[src/rtl/mst_pkg.sv]
`timescale 1ns / 1ps

package mst_pkg;

    // Tree geometry and field widths.
    localparam int LEAVES     = 1024;
    localparam int VALUE_BITS = 32;
    localparam int POS_BITS   = 10;
    localparam int NODE_COUNT = 2 * LEAVES;
    localparam int NODE_BITS  = $clog2(NODE_COUNT);
    localparam int EDGE_BITS  = NODE_BITS + 1;
    localparam int CMP_BITS   = (NODE_BITS > POS_BITS) ? NODE_BITS : POS_BITS;

    // Request operation codes.
    localparam logic CMD_RAISE = 1'b0;
    localparam logic CMD_QUERY = 1'b1;

    // Commands from the controller to the datapath.
    typedef struct packed {
        logic clear_wr;
        logic load;
        logic upd_leaf;
        logic upd_walk;
        logic qry_walk;
        logic out_load;
    } mst_cmd_t;

    // Status from the datapath to the controller.
    typedef struct packed {
        logic clear_last;
        logic pos_ok;
        logic walk_last;
        logic qry_done;
    } mst_status_t;

    function automatic logic [VALUE_BITS-1:0] vmax(
        input logic [VALUE_BITS-1:0] a,
        input logic [VALUE_BITS-1:0] b
    );
        return (a > b) ? a : b;
    endfunction

endpackage

[src/rtl/mst_ctrl.sv]
`timescale 1ns / 1ps

module mst_ctrl (
    input  logic                 clk,
    input  logic                 rst_n,
    input  logic                 in_valid,
    input  logic                 cmd,
    input  logic                 out_stall,
    input  mst_pkg::mst_status_t status,
    output mst_pkg::mst_cmd_t    ctl,
    output logic                 in_stall,
    output logic                 out_valid
);
    import mst_pkg::*;

    typedef enum logic [2:0] {
        ST_CLEAR,
        ST_IDLE,
        ST_UPD_LEAF,
        ST_UPD_WALK,
        ST_QRY_WALK,
        ST_QRY_HOLD
    } state_t;

    state_t state_reg, state_next;
    logic   in_stall_reg;
    logic   out_valid_reg, out_valid_next;
    logic   out_free;

    // The output register can take a new result when empty or being drained.
    assign out_free = !out_valid_reg || !out_stall;

    // Next state and datapath commands.
    always_comb
    begin
        state_next = state_reg;
        ctl        = '0;
        case (state_reg)
            ST_CLEAR:
            begin
                ctl.clear_wr = 1'b1;
                if (status.clear_last)
                begin
                    state_next = ST_IDLE;
                end
            end
            ST_IDLE:
            begin
                if (in_valid)
                begin
                    ctl.load = 1'b1;
                    if (cmd == CMD_QUERY)
                    begin
                        state_next = ST_QRY_WALK;
                    end
                    else if (status.pos_ok)
                    begin
                        state_next = ST_UPD_LEAF;
                    end
                end
            end
            ST_UPD_LEAF:
            begin
                ctl.upd_leaf = 1'b1;
                state_next   = ST_UPD_WALK;
            end
            ST_UPD_WALK:
            begin
                ctl.upd_walk = 1'b1;
                if (status.walk_last)
                begin
                    state_next = ST_IDLE;
                end
            end
            ST_QRY_WALK:
            begin
                ctl.qry_walk = 1'b1;
                if (status.qry_done)
                begin
                    if (out_free)
                    begin
                        ctl.out_load = 1'b1;
                        state_next   = ST_IDLE;
                    end
                    else
                    begin
                        state_next = ST_QRY_HOLD;
                    end
                end
            end
            ST_QRY_HOLD:
            begin
                if (out_free)
                begin
                    ctl.out_load = 1'b1;
                    state_next   = ST_IDLE;
                end
            end
            default:
            begin
                state_next = ST_IDLE;
            end
        endcase
    end

    // Output valid is set by a result load and cleared when the result is taken.
    always_comb
    begin
        out_valid_next = out_valid_reg;
        if (ctl.out_load)
        begin
            out_valid_next = 1'b1;
        end
        else if (!out_stall)
        begin
            out_valid_next = 1'b0;
        end
    end

    // State and registered outputs.
    always_ff @(posedge clk or negedge rst_n)
    begin
        if (!rst_n)
        begin
            state_reg     <= ST_CLEAR;
            in_stall_reg  <= 1'b1;
            out_valid_reg <= 1'b0;
        end
        else
        begin
            state_reg     <= state_next;
            in_stall_reg  <= (state_next != ST_IDLE);
            out_valid_reg <= out_valid_next;
        end
    end

    assign in_stall  = in_stall_reg;
    assign out_valid = out_valid_reg;

endmodule

[config.mk]
export PLATFORM = sky130hd
export DESIGN_NAME = mst_ctrl
export DESIGN_NICKNAME = d
export VERILOG_FILES = /design/src/rtl/mst_pkg.sv /design/src/rtl/mst_ctrl.sv
export SDC_FILE = /design/constraint.sdc
export NUM_CORES = 1
export LEC_CHECK = 0
export BUFFER_PORTS_ARGS = -buffer_cell sky130_fd_sc_hd__buf_4
export CAP_MARGIN = 0
export CORE_AREA = 3 3 40 42
export CTS_CLUSTER_SIZE = 12
export DETAILED_ROUTE_END_ITERATION = 8
export DIE_AREA = 0 0 43 45
export PLACE_DENSITY = 0.49
export SYNTH_ARGS = -nofsm -noshare
export SYNTH_HDL_FRONTEND = slang
export SYNTH_SLANG_ARGS = --single-unit
[constraint.sdc]
create_clock -name clk -period 1.3 [get_ports clk]
set_clock_uncertainty 0.15 [all_clocks]
set_input_delay 0 -clock clk [delete_from_list [all_inputs] [get_ports clk]]
set_output_delay 0 -clock clk [all_outputs]
set_load 0.03 [all_outputs]
==> results of run 1 <==
## worst paths after layout
check / start / end / slack [ns]
setup / recovery: state_reg[0] / in_stall / -0.05
hold / removal: status[3] / state_reg[0] / 0.05
min in group asynchronous: rst_n / in_stall / 0.08
hold reg to reg: out_valid / out_valid / 0.39
max in group asynchronous: rst_n / state_reg[2] / 0.29
setup reg to reg: state_reg[0] / in_stall / -0.05
## synthesized netlist by cell type
library cell,n
dfrtp_1,4
nand2_1,4
nand3b_1,2
nor2b_1,2
nor3b_1,2
a2111o_1,1
a21oi_1,1
a22o_1,1
and2_1,1
and2b_2,1
and4bb_4,1
buf_4,1
buf_6,1
dfstp_2,1
nand4b_1,1
nor3_1,1
o21a_1,1
o21ai_0,1
o21ai_1,1
o2bb2ai_1,1
## per-layer routing
layer  part of all wire, %  vias up
met5                     0        -
met4                     0        0
met3                   7.8        0
met2                    53       15
met1                    39      157
li1                      -      175
## area by class of cell
cell class | count | area, sq um
Tap cell | 15 | 18.8
Timing Repair Buffer | 33 | 294
Multi-Input combinational cell | 22 | 189
Clock buffer | 4 | 26.3
Sequential cell | 5 | 129
Fill cell | 121 | 628
## where the power goes
part           leakage, nW  switching, mW  total [mW]  internal (mW)
sequential          0.0596         0.0928       0.335          0.243
combinational        0.238          0.423       0.925          0.501
clock               0.0150         0.0623       0.178          0.116
## critical path, delay by kind of cell (launching register included)
| kind | cells | cell delay, ns |
|---|---|---|
| DFF | 1 | 0.45 |
| buffers and inverters | 1 | 0.13 |
| and+or+nand+nor | 1 | 0.09 |
| AOI/OAI and AO/OA | 2 | 0.47 |
## metrics by stage
step                      utilization, %  hold slack [ns]  power, mW  TNS (ns)
after floorplan                        -           -0.446      0.774   -0.0224
after global placement              35.2           -0.347      0.991  -0.00768
after detailed placement            35.2           -0.347       1.00   -0.0307
after CTS                           50.4           0.0614       1.43    -0.262
after global routing                51.1           0.0792       1.52    -0.570
final                               51.1           0.0518       1.44    -0.195
## repair_timing
item	4_1_cts	5_1_grt
gates resized for setup	12	3
endpoints found under the setup margin	7	8
hold endpoints to repair	10	0
setup buffers	6	0
hold buffers	8	0
pin swaps	1	0
## logic make-up (layout without fill, tap and decap cells)
kind of cell,Yosys count,after routing,share of synthesized area (%)
AND/OR/NAND/NOR,15,15,34.3
AO/OA/AOI/OAI,7,7,17.2
flip-flops,5,5,42.3
buffers and inverters,2,37,6.28
==> impl_metrics.py, run 1 <==
metrics = {
    "outcome": {
        "outcome": "finished with violations",
        "failed_checks": "setup timing",
    },
    "synthesis": {
        "synth_seq_area_share_pct": 42.3,
        "synth_cell_types": 20,
        "syn_area_sq_um": 299,
        "synth_warnings": 0,
        "postSynthAreaPerCell_sq_um": 10.3,
        "synthTopCellsByArea": "dfrtp_1 33%, dfstp_2 8.8%, and4bb_4 5.4%",
        "synth_top_area_share_pct": 33.5,
        "yosys.area.top_type": "dfrtp_1",
        "synth_seq_cells": 5,
        "synthCells": 29,
        "syn_nets": 38,
    },
    "worst_setup_path": {
        "critical-path-max-stage-delay_ns": 0.45,
        "start_kind": "register",
        "cp_slowest_cell": "dfrtp_2",
        "crit_path_end_kind": "register",
        "crit_type": "reg -> reg",
        "r2r_cells": 4,
        "worstPathRequired_ns": 1.33,
        "cp.arrival_ns": 1.38,
        "crit_path_cell_trace": "buf_6 -> o21a_1 -> a2111o_1 -> nand4b_1",
        "critPathMaxFanout": 6,
    },
    "drt": {
        "wl_um": 920,
        "drc": 0,
        "route.antenna.remaining_nets": 0,
        "drt_first_iter_violations": 4,
        "vias": 347,
        "avgViaCountPerCell": 4.39,
        "wl_per_cell_um": 11.6,
        "drt_pass1_iterations": 3,
    },
    "cells_and_area": {
        "final_common_cell": "buf_4",
        "nets": 74,
        "layout_common_cells": "18 x buf_4, 8 x dlygate4sd3_1, 7 x buf_6, 4 x nand2_1, 3 x clkbuf_4",
        "area_growth_pct": 120,
        "stdcell_area_sq_um": 657,
        "diodes": 0,
        "drive_gt1_share_pct": 62.5,
        "largest_reg_flops": 3,
        "finalNonFillerCells": 79,
    },
    "grt": {
        "grt.busiest_layer": "met2",
        "grt_pass1_vias": 371,
        "met3_usage_pct": 5.58,
        "grtUsageMet1_pct": 11.4,
        "grt_max_degree": 7,
        "grt_remaining_overflow": 0,
        "gr-usage-all-layers_pct": 10.8,
        "grtUsageMet2_pct": 17.7,
        "antenna_found_initial": 0,
        "grt_pass1_wl_um": 1480,
    },
    "cts": {
        "cts_buffer_depth": 2,
        "cts_root_buf": "clkbuf_4",
        "clock_latency_ns": 0.24,
        "path_clk_slew_ns": 0.05,
        "clkSinkCount": 5,
        "tritoncts": "done",
        "cts-htree-levels": 1,
        "cts_buffers": 3,
    },
    "timing": {
        "slew_headroom_pct": 87.7,
        "worst_pin_slew_ns": 0.184,
        "worst_slack_ns": -0.0502,
        "setup_viol": 7,
        "fin_crit_sh_pct": 104,
        "slew_violations": 0,
        "rsz0062_at_grt": "yes",
        "hold_viol": 0,
        "fmax_mhz": 741,
        "post-route-min-period_ns": 1.35,
    },
    "hold_path": {
        "hp-class": "in -> reg",
        "hold_depth": 3,
    },
    "floorplanning": {
        "core_sq_mm": 0.00128,
        "start_util_pct": 23.3,
        "io_pins": 17,
        "dieArea_sq_mm": 0.00194,
        "fp-row-count": 13,
        "die_w_um": 43,
        "die_h_um": 45,
    },
    "flow_run": {
        "drv_cap": 0,
    },
    "power_and_ir_drop": {
        "peakVddDrop_uv": 1080,
        "p_leak_nw": 0.313,
        "p_per_area_mw_per_mm2": 2190,
    },
    "placed_design": {
        "placed_cell_area_sq_um": 452,
        "io_buffers": 16,
        "hpwl_um": 648,
        "place_ws_ns": -0.0307,
        "placed_cells": 61,
        "gp_congestion": 0.675,
    },
}
Power figures use the tool's default switching activity.
==> inputs of run 2 (changes only) <==
- ABC_AREA: not set -> 1
- HOLD_SLACK_MARGIN: not set -> 0.1
- PLACE_DENSITY: 0.49 -> 0.51
==> impl_metrics.py, run 2 <==
metrics = {
    "outcome": {
        "outcome": "finished with violations",
        "failed_checks": "setup timing",
    },
    "hold_path": {
        "hp-class": "reg -> reg",
    },
    "floorplanning": {
        "core_sq_mm": 0.00128,
        "die_w_um": 43,
        "fp-row-count": 13,
        "io_pins": 17,
        "start_util_pct": 25.3,
        "die_h_um": 45,
        "dieArea_sq_mm": 0.00194,
    },
    "synthesis": {
        "synthCells": 44,
        "synth_seq_area_share_pct": 38.8,
        "yosys.area_share.simple_pct": 41.5,
        "postSynthAreaPerCell_sq_um": 7.39,
        "syn_nets": 53,
        "synth_flop_cell": "dfrtp_1",
        "synthArstFlopShare_pct": 100,
        "synth_warnings": 0,
        "synth-edff-count": 0,
        "syn_area_sq_um": 325,
        "synth-xor-area-share_pct": 0,
        "synth_top_area_share_pct": 30.8,
        "synth_compound_area_share_pct": 3.08,
        "synthMuxAreaShare_pct": 0,
        "synthTopCellsByCount": "8 x nand2_1, 6 x inv_1, 5 x nor2_1",
        "yosys.area.top_type": "dfrtp_1",
        "yosysMostFrequentCell": "nand2_1",
        "synthAdderAreaFrac_pct": 0,
        "synthTopCellsByArea": "dfrtp_1 31%, nand2_1 9.2%, dfstp_2 8.1%",
        "synth_cell_types": 17,
        "synth_seq_cells": 5,
        "synth_top_family_by_area": "simple AND/OR/NAND/NOR gates",
    },
    "power_and_ir_drop": {
        "peakVddDrop_uv": 869,
        "p_per_area_mw_per_mm2": 2080,
        "p_leak_nw": 0.332,
    },
    "cells_and_area": {
        "nets": 84,
        "diodes": 0,
        "area_growth_pct": 90.4,
        "layout_common_cells": "16 x buf_4, 10 x dlygate4sd3_1, 7 x nand2_1, 5 x nor2_1, 5 x inv_1",
        "final_core_util_pct": 48.2,
        "stdcell_area_sq_um": 619,
        "largest_reg_flops": 3,
        "final_common_cell": "buf_4",
        "drive_gt1_share_pct": 51.4,
    },
    "cts": {
        "cts_buffers": 3,
        "tritoncts": "done",
        "cts_root_buf": "clkbuf_4",
        "cts-htree-levels": 1,
        "cts_buffer_depth": 2,
        "path_clk_slew_ns": 0.04,
        "clock_latency_ns": 0.24,
        "clkSinkCount": 5,
    },
    "worst_setup_path": {
        "cp_num_cells": 4,
        "crit_path_cell_trace": "nor2_4 -> nand2_2 -> nor2_1 -> buf_4",
        "cp.arrival_ns": 1.21,
        "crit_type": "reg -> out",
        "critical-path-max-stage-delay_ns": 0.46,
        "cp_slowest_cell": "dfrtp_2",
        "crit_family": "flip-flops",
        "r2r_start": "state_reg[1]",
        "r2r_cells": 4,
        "crit_path_end_kind": "output pin",
        "r2r-end": "state_reg[1]",
        "critPathMaxFanout": 5,
        "r2r_setup_slack_ns": 0.13,
        "worstPathRequired_ns": 1.15,
        "crit_end": "ctl[0]",
        "crit_path_start": "state_reg[1]",
        "start_kind": "register",
        "worst-path-buf-inv": 1,
    },
    "timing": {
        "hold_viol": 0,
        "worst_pin_slew_ns": 0.200,
        "slew_violations": 0,
        "worst_slack_ns": -0.0602,
        "fmax_mhz": 735,
        "rsz0062_at_grt": "yes",
        "whs_ns": 0.346,
        "slew_headroom_pct": 86.6,
        "setup_viol": 2,
        "post-route-min-period_ns": 1.36,
        "fin_crit_sh_pct": 105,
    },
    "grt": {
        "grt_remaining_overflow": 0,
        "antenna_found_initial": 0,
        "grt_pass1_vias": 328,
        "grt_pass1_wl_um": 1320,
        "gr-usage-all-layers_pct": 9.38,
        "grt_max_degree": 9,
    },
    "drt": {
        "drc": 0,
        "route.antenna.remaining_nets": 0,
        "avgViaCountPerCell": 4.17,
        "wl_met1_um": 344,
        "wl_um": 847,
        "drt_first_iter_violations": 4,
        "topRoutingLayerUsed": "met4",
        "met3WireLength_um": 62,
        "vias": 371,
        "wl_met2_um": 433,
        "wl_per_cell_um": 9.52,
        "drt_pass1_iterations": 4,
    },
    "flow_run": {
        "drv_cap": 0,
    },
    "placed_design": {
        "hpwl_um": 602,
        "io_buffers": 16,
        "gp_congestion": 0.660,
        "placed_cell_area_sq_um": 450,
    },
}
[run 2: changes by cell type after synthesis, moves of 4 or more]
| cell | delta |
|---|---|
| inv_1 | +6 |
| nor2_1 | +5 |
| nand2_1 | +4 |
| nand3_1 | +4 |
| nor2_2 | +4 |
[run 2: stage by stage]
stage / std cells / setup TNS, ns / setup WS (ns) / power, mW
2_1_floorplan: 44 / 0 / 0.153 / 0.829
3_3_place_gp: 73 / 0 / 0.0886 / 1.01
3_5_place_dp: 73 / 0 / 0.113 / 1.01
4_1_cts: 88 / -0.0894 / -0.0747 / 1.29
5_1_grt: 89 / -0.227 / -0.101 / 1.39
6_report: 89 / -0.0849 / -0.0602 / 1.29
[run 2: power by group]
group / internal (mW) / total (mW) / leakage (nW) / switching, mW
combinational: 0.322 / 0.762 / 0.259 / 0.440
sequential: 0.245 / 0.355 / 0.0583 / 0.110
clock: 0.116 / 0.174 / 0.0150 / 0.0582
total: 0.683 / 1.29 / 0.332 / 0.608
[run 2: layout make-up]
type | instances | area, sq um
Fill cell | 128 | 666
Inverter | 8 | 35.0
Multi-Input combinational cell | 29 | 166
Clock buffer | 4 | 26.3
Tap cell | 15 | 18.8
Sequential cell | 5 | 130
Timing Repair Buffer | 28 | 243
[run 2: timing repair]
action,CTS,global route
endpoints found under the setup margin,3,8
hold buffers,10,0
hold endpoints to repair,10,0
pin swaps,2,4
resized for setup,9,1
setup buffers,1,1
cloned,0,0
[run 2: tightest hold or removal path, delay by kind of cell, from the launching register on]
kind / cells / cell delay [ns]
and+or+nand+nor: 2 / 0.12
DFF: 1 / 0.34
[run 2: metal layers]
| layer | vias up | global-route usage, % |
|---|---|---|
| met1 | 166 | 11.0 |
| met2 | 10 | 14.7 |
| met4 | 0 | 5.42 |
| li1 | 193 | - |
| met5 | - | 0 |
| met3 | 2 | 3.59 |
[run 2: how the worst min path moves through the flow]
stage               slack [ns]  cells after the start           end       from
floorplan                -0.45                      0     out_valid      rst_n
global placement         -0.34                      1  state_reg[2]      rst_n
detailed placement       -0.34                      1  state_reg[2]      rst_n
CTS                       0.35                      2     out_valid  out_valid
global route              0.40                      2     out_valid  out_valid
finish                    0.35                      2     out_valid  out_valid
[run 2: logic make-up after synthesis]
group,Yosys count
AO/OA/AOI/OAI,2
buffers and inverters,10
flip-flops,5
AND/OR/NAND/NOR,27
